--- src/rtl/lsre_pkg.sv ---
// Shared constants, action codes and controller/datapath command and status types
// for the link-state route engine. Depends on nothing.
`default_nettype none

package lsre_pkg;

   localparam int NODE_COUNT_DEF = 256;
   localparam int UNREACH_DEF    = 24'hFFFFFF;

   localparam int ACTION_W = 2;
   localparam int NODE_W   = 8;
   localparam int SEQ_W    = 32;
   localparam int COST_W   = 16;
   localparam int DIST_W   = 24;

   localparam logic [COST_W-1:0] LINK_NONE = '1;

   typedef enum logic [ACTION_W-1:0] {
      ACT_HEADER  = 2'd0,
      ACT_PAIR    = 2'd1,
      ACT_COMPUTE = 2'd2,
      ACT_QUERY   = 2'd3
   } action_type;

   typedef struct packed {
      logic capture;
      logic clear_step;
      logic dispatch;
      logic seq_rd;
      logic hdr_decide;
      logic row_step;
      logic pair_write;
      logic comp_start;
      logic init_step;
      logic sweep_start;
      logic issue;
      logic settle;
      logic hop_start;
      logic order_rd;
      logic pred_rd;
      logic hop_rd;
      logic hop_skip;
      logic hop_wr;
      logic qry_rd;
      logic qry_take;
      logic rsp_load;
   } cmd_type;

   typedef struct packed {
      logic       clear_done;
      logic       idx_end;
      logic       iter_end;
      logic       pipe_busy;
      logic       hdr_newer;
      logic       pred_none;
      logic       rsp_free;
      action_type act;
   } status_type;

endpackage

`default_nettype wire

--- src/rtl/lsre_ctrl.sv ---
// Sequencer for the link-state route engine: walks each action through its steps
// and drives the datapath commands. Depends on lsre_pkg.
`default_nettype none

module lsre_ctrl (
   input  logic                   clock,
   input  logic                   reset,
   input  logic                   req_valid,
   output logic                   req_ready,
   input  lsre_pkg::status_type   stat,
   output lsre_pkg::cmd_type      cmd
);
   import lsre_pkg::*;

   typedef enum logic [12:0] {
      ST_RESET_CLR = 13'b0000000000001,
      ST_IDLE      = 13'b0000000000010,
      ST_DISPATCH  = 13'b0000000000100,
      ST_HDR_CHK   = 13'b0000000001000,
      ST_ROW_CLR   = 13'b0000000010000,
      ST_INIT      = 13'b0000000100000,
      ST_SCAN      = 13'b0000001000000,
      ST_HOP_ORD   = 13'b0000010000000,
      ST_HOP_PRED  = 13'b0000100000000,
      ST_HOP_CHK   = 13'b0001000000000,
      ST_HOP_WR    = 13'b0010000000000,
      ST_QRY_WAIT  = 13'b0100000000000,
      ST_FINISH    = 13'b1000000000000
   } state_type;

   state_type state_ff, state_in;

   assign req_ready = (state_ff == ST_IDLE);

   always_comb begin
      state_in = state_ff;
      cmd      = '0;
      case (state_ff)
         ST_RESET_CLR: begin
            if (stat.clear_done) state_in = ST_IDLE;
            else cmd.clear_step = 1'b1;
         end
         ST_IDLE: begin
            if (req_valid) begin
               cmd.capture = 1'b1;
               state_in    = ST_DISPATCH;
            end
         end
         ST_DISPATCH: begin
            cmd.dispatch = 1'b1;
            case (stat.act)
               ACT_HEADER: begin
                  cmd.seq_rd = 1'b1;
                  state_in   = ST_HDR_CHK;
               end
               ACT_PAIR: begin
                  cmd.pair_write = 1'b1;
                  state_in       = ST_FINISH;
               end
               ACT_COMPUTE: begin
                  cmd.comp_start = 1'b1;
                  state_in       = ST_INIT;
               end
               ACT_QUERY: begin
                  cmd.qry_rd = 1'b1;
                  state_in   = ST_QRY_WAIT;
               end
               default: state_in = ST_FINISH;
            endcase
         end
         ST_HDR_CHK: begin
            cmd.hdr_decide = 1'b1;
            state_in = stat.hdr_newer ? ST_ROW_CLR : ST_FINISH;
         end
         ST_ROW_CLR: begin
            if (stat.idx_end) state_in = ST_FINISH;
            else cmd.row_step = 1'b1;
         end
         ST_INIT: begin
            if (stat.idx_end) begin
               cmd.sweep_start = 1'b1;
               state_in        = ST_SCAN;
            end else begin
               cmd.init_step = 1'b1;
            end
         end
         ST_SCAN: begin
            if (!stat.idx_end) begin
               cmd.issue = 1'b1;
            end else if (!stat.pipe_busy) begin
               if (stat.iter_end) begin
                  cmd.hop_start = 1'b1;
                  state_in      = ST_HOP_ORD;
               end else begin
                  cmd.settle = 1'b1;
               end
            end
         end
         ST_HOP_ORD: begin
            if (stat.iter_end) begin
               state_in = ST_FINISH;
            end else begin
               cmd.order_rd = 1'b1;
               state_in     = ST_HOP_PRED;
            end
         end
         ST_HOP_PRED: begin
            cmd.pred_rd = 1'b1;
            state_in    = ST_HOP_CHK;
         end
         ST_HOP_CHK: begin
            if (stat.pred_none) begin
               cmd.hop_skip = 1'b1;
               state_in     = ST_HOP_ORD;
            end else begin
               cmd.hop_rd = 1'b1;
               state_in   = ST_HOP_WR;
            end
         end
         ST_HOP_WR: begin
            cmd.hop_wr = 1'b1;
            state_in   = ST_HOP_ORD;
         end
         ST_QRY_WAIT: begin
            cmd.qry_take = 1'b1;
            state_in     = ST_FINISH;
         end
         ST_FINISH: begin
            if (stat.rsp_free) begin
               cmd.rsp_load = 1'b1;
               state_in     = ST_IDLE;
            end
         end
         default: state_in = ST_IDLE;
      endcase
   end

   always_ff @(posedge clock) begin
      if (reset) state_ff <= ST_RESET_CLR;
      else state_ff <= state_in;
   end

endmodule

`default_nettype wire

--- config.mk ---
export PLATFORM = sky130hd
export DESIGN_NAME = lsre_ctrl
export DESIGN_NICKNAME = d
export VERILOG_FILES = /design/src/rtl/lsre_pkg.sv /design/src/rtl/lsre_ctrl.sv
export SDC_FILE = /design/constraint.sdc
export NUM_CORES = 1
export LEC_CHECK = 0
export ABC_AREA = 0
export ABC_CLOCK_PERIOD_IN_PS = 2650
export BUFFER_PORTS_ARGS = -buffer_cell sky130_fd_sc_hd__clkbuf_2
export CORE_MARGIN = 3
export CORE_UTILIZATION = 49
export CTS_CLUSTER_DIAMETER = 60
export DETAILED_ROUTE_END_ITERATION = 7
export GPL_ROUTABILITY_DRIVEN = 0
export PLACE_DENSITY = 0.79
export SLEW_MARGIN = 20
export SYNTH_ARGS = -nofsm -noshare
export SYNTH_HDL_FRONTEND = slang
export SYNTH_SLANG_ARGS = --single-unit
--- constraint.sdc ---
create_clock -name clock -period 2.65 [get_ports clock]
set_input_delay 0 -clock clock [delete_from_list [all_inputs] [get_ports clock]]
set_output_delay 0 -clock clock [all_outputs]
set_load 0.02 [all_outputs]
== Word level (Yosys, flattened, before mapping) ==
Index checks and enable logic that the tools add are counted.

* Flip-flop bits (word level): 13
* Input bits: 12
* Output and inout port bits: 22
* Word-level logic and storage cells: 70

* Equal/unequal tests: 24
* Mux-type cells: 43
* Reduce and logical (&&, ||, !) cells: 2

{| class="wikitable"
|+ Operators with widths
! kind !! number
|-
| 13-bit case mux with 13 select lines || 1
|-
| 13-bit 2-to-1 mux || 10
|-
| 13-bit case mux with 4 select lines || 1
|-
| 1-bit 2-to-1 mux || 23
|-
| 2-bit != test (second input constant) || 8
|-
| 13-bit by 1-bit == test with 1-bit output (second input constant) || 1
|-
| 13-bit by 10-bit == test with 1-bit output (second input constant) || 1
|-
| 13-bit by 11-bit == test with 1-bit output (second input constant) || 1
|-
| 13-bit by 12-bit == test with 1-bit output (second input constant) || 1
|-
| 13-bit == test (second input constant) || 1
|-
| 13-bit by 2-bit == test with 1-bit output (second input constant) || 1
|-
| 13-bit by 3-bit == test with 1-bit output (second input constant) || 1
|-
| 13-bit by 4-bit == test with 1-bit output (second input constant) || 1
|-
| 13-bit by 5-bit == test with 1-bit output (second input constant) || 1
|-
| 13-bit by 6-bit == test with 1-bit output (second input constant) || 1
|-
| 13-bit by 7-bit == test with 1-bit output (second input constant) || 1
|-
| 13-bit by 8-bit == test with 1-bit output (second input constant) || 1
|-
| 13-bit by 9-bit == test with 1-bit output (second input constant) || 1
|-
| 2-bit 2-to-1 mux || 6
|-
| 11-bit 2-to-1 mux || 1
|-
| 8-bit AND reduction || 1
|-
| 2-bit == test (second input constant) || 2
|-
| 3-bit 2-to-1 mux || 1
|-
| 2-bit by 1-bit == test with 1-bit output (second input constant) || 1
|-
| 2-bit zero test || 1
|}

== Depth between registers and ports, before layout ==
* Word-level depth: 4
* Depth in mapped cells: 8
* Mapped depth without buffers: 6

== Worst setup path before layout ==
Ideal clock, no wire load.

* Path kind: register to register
* Start: register state_ff[10]
* End: register state_ff[12]
* Library setup time: 0.067 ns
* Arrival time: 2.363 ns
* Data required time: 2.583 ns
* Setup slack: 0.220 ns
* Cell stages (with the launch flop): 8
* Path buffers: 1
* Period minus slack after synthesis: 2.430 ns
* Cell sequence: dfxtp_1 -> buf_2 -> nor3_1 -> nand3_1 -> nor4_1 -> nand2b_1 -> a211o_1 -> a21oi_2

* Word-level cells in the longest chain between the ends: 3
* Elaborated cells between the ends (all ways): 23
* Classes of those cells: eq/ne (21); mux (1); reduce/logical (1)

{| class="wikitable"
|+ Ends and longest elaborated chain
! item !! RTL line !! RTL
|-
| from (decl) || lsre_ctrl.sv:31 || <nowiki>state_type state_ff, state_in;</nowiki>
|-
| from (signal assigned) || lsre_ctrl.sv:140 || <nowiki>else state_ff <= state_in;</nowiki>
|-
| 13-bit by 1-bit == test with 1-bit output, or another cell as far along || lsre_ctrl.sv:38 || <nowiki>case (state_ff)</nowiki>
|-
| 2-bit != test (no source line) || n/a ||
|-
| 8-bit AND reduction (no source line) || n/a ||
|}

Parallel ways exist; a longest one is shown, timed or not.
A chain may end at the register's enable or synchronous reset.

==> impl_metrics.csv <==
group,metric,value,unit
timing,fmax,0.4165,GHz
synthesis,synth_common_cells,"dfxtp_1 (13), nor3_1 (13), nor2_1 (12)",
drt,wl,2746,um
global_route,grt_util_all_layers,0.2334,
timing,final_hold_viol_count,0,
timing,finalClockSkew,0.3890,ps
drt,drcViolationCount,0,
synthesis,synth_top_area_cell,"dfxtp_1",
clock_network,cts_tree,"yes",
clock_network,clockBufferDepth,2,
synthesis,synth_top_family_by_area,"simple AND/OR/NAND/NOR gates",
timing,rsz0062_at_grt,"no",
clock_network,insertion_delay,280,ps
final_layout,top_regs,"state_ff (13)",
die,core-area,1802,um^2
worst_setup_path,cp.required,2650,ps
worst_hold_path,hold_start,"stat[4]",
synthesis,dominantRegCellSynth,"dfxtp_1",
worst_hold_path,hp-class,"in2reg",
worst_hold_path,whs_endpoint,"state_ff[4]",
synthesis,netlist.area_leader.share,0.2687,
synthesis,synthAdderAreaFrac,0,
final_layout,finalNetCount,175,
timing,tns,0,ps
final_layout,fin_cells,187,
drt,vias_per_cell,6.144,
global_route,grt-ovfl-total,0,
die,rows,15,
clock_network,ctsHtreeMaxLevel,1,
timing,report.final.slew_viol_count,0,
timing,tightest_slew,504.3,ps
worst_hold_path,whs_path_depth,3,
place,dp_cells,181,
synthesis,ys_types,39,
drt,first_iter_violations,42,
clock_network,cts_sinks,13,
synthesis,yosys.area_share.simple,0.4884,
drt,wl_per_cell,14.68,um
synthesis,yosys_register_bits,13,
final_layout,num-fill-cells,177,
worst_setup_path,cp.arrival,2400,ps
worst_setup_path,crit_path_start_kind,"flop",
place,port_buffers,33,
power,power_density,351.3,nW/um^2
drt,dr.pass1.iters,4,
worst_setup_path,cp-end-kind,"primary output",
worst_setup_path,regToRegSetupSlack,450,ps
die,ioPinCount,34,
synthesis,synth_compound_area_frac,0.1253,
final_layout,final_cell_area,1177,um^2
place,post-place-ws,479.4,ps
synthesis,muxShareOfSynthArea,0,
timing,fin_crit_sh,0.9059,
synthesis,synth_edf_count,0,
synthesis,synth_area,968.4,um^2
synthesis,synth.area.top_cells,"dfxtp_1 (27%), nor4_1 (7.1%), nor3_1 (6.7%)",
global_route,grt_pass1_vias,1059,
synthesis,syn_inst,130,
power,peakVddDrop,0.0002157,V
place,postPlaceCellArea,1126,um^2
final_layout,areaGrowthSynthToFinish,21.58,%
synthesis,yosysWarningCount,0,
final_layout,diodes,0,
synthesis,synth.avg_cell_area,7.449,um^2
final_layout,drive_gt1_frac,0.2593,
power,leakage,0.4933,nW
worst_setup_path,r2r-start,"state_ff[6]",
worst_setup_path,r2r_cells,5,
outcome,status,"finished clean",
global_route,grt_pass1_wl,4629,um
drt,vias,1149,
synthesis,syn_nets,142,
worst_setup_path,reg2reg_to,"state_ff[1]",
timing,relSlewSlack,0.6612,
place,dpl.hpwl,2098,um
global_route,grt_max_degree,14,
synthesis,synthArstFlopShare,0,
timing,setup_ws,249.3,ps
synthesis,synth_seq_area_share,0.2687,
synthesis,synthXorXnorAreaFrac,0.05426,
die,die_area,2546,um^2
clock_network,numCtsBuffers,3,
final_layout,largest_reg_flops,13,
drt,ant_nets,0,
final_layout,regMostFlops,"state_ff",
global_route,antenna_found_initial,0,
worst_setup_path,worst-path-max-fanout,10,
die,fp.dieW,50.46,um
die,initial_core_util,0.5375,
job,drv_cap,0,
timing,period_needed,2401,ps
clock_network,clk_pin_slew,80,ps
worst_setup_path,worstSetupPathType,"reg2out",
clock_network,root_buffer,"clkbuf_4",
timing,setup_viol,0,
die,die_h,50.46,um
clock_network,postCtsSetupBuffers,0,
cell usage in the layout, fill, tap and decap left out, types with 3 or more instances in the layout:
master    count
clkbuf_2     33
clkbuf_4      3
a211o_1       3
nor3_1       12
inv_1         4
nand3_1       4
nor2_1       12
nor4_1       11
xnor2_1       3
a21oi_1       4
dfxtp_1      13
nand2_1      10
xor2_1        3
nor4b_1       5
nand2b_1      4
nor2b_1       6
critical path, cell delays in order, from the launching register on:
cell,delay (ps)
dfxtp_1,430
nor3_2,370
nand3_1,310
or3_1,440
nor3_1,330
clkbuf_2,240
cells by family (layout without fill, tap and decap cells):
family	after synthesis	count (layout)
AOI/OAI and AO/OA	17	17
DFF	13	13
buffers and inverters	12	44
xor gates and xnor gates	6	6
and+or+nand+nor	82	82
report_power, final:
group | switching [W] | internal, W | total, W
registers | 0.00000921 | 0.000200 | 0.000209
logic | 0.0000462 | 0.0000303 | 0.0000765
clock network | 0.0000699 | 0.0000585 | 0.000128
total | 0.000125 | 0.000288 | 0.000414
what timing repair did:
item	CTS	global route
hold endpoints to repair	2	0
hold buffers	2	0
setup endpoints to repair	0	3
gates resized for setup	0	1
through the flow:
step / util / total power (W) / hold WS, ps
6_report: 0.6535 / 0.0004136 / 20.21
3_5_place_dp: 0.6250 / 0.0002860 / 198.7
3_3_place_gp: 0.6250 / 0.0002853 / 194.2
2_1_floorplan: - / 0.0002573 / 71.61
4_1_cts: 0.6507 / 0.0004164 / 0.8026
5_1_grt: 0.6535 / 0.0004372 / 22.39
worst max-delay path by stage:
stage                 start           end  slack (ps)
4_1_cts        state_ff[10]       cmd[15]         170
2_1_floorplan  state_ff[10]  state_ff[12]         220
3_5_place_dp   state_ff[10]   state_ff[4]         480
5_1_grt        state_ff[10]       cmd[12]         120
3_3_place_gp    state_ff[6]  state_ff[12]         500
6_report       state_ff[10]       cmd[15]         250
layout make-up:
cell class	instances	area (um^2)	share of cell area
Clock buffer	4	26.28	0.02232
Tap cell	25	31.28	0.02657
Sequential cell	13	260.3	0.2210
Inverter	4	15.01	0.01275
Multi-Input combinational cell	105	651.9	0.5537
Timing Repair Buffer	36	192.7	0.1637
per-layer routing:
metal / up-vias / global-route usage / part of all wire
met3: 7 / 0.03858 / 0.082
met5: - / 0 / 0
met2: 65 / 0.3957 / 0.47
li1: 544 / - / -
met1: 533 / 0.2929 / 0.43
met4: 0 / 0.08969 / 0.016
Power figures use the tool's default switching activity.
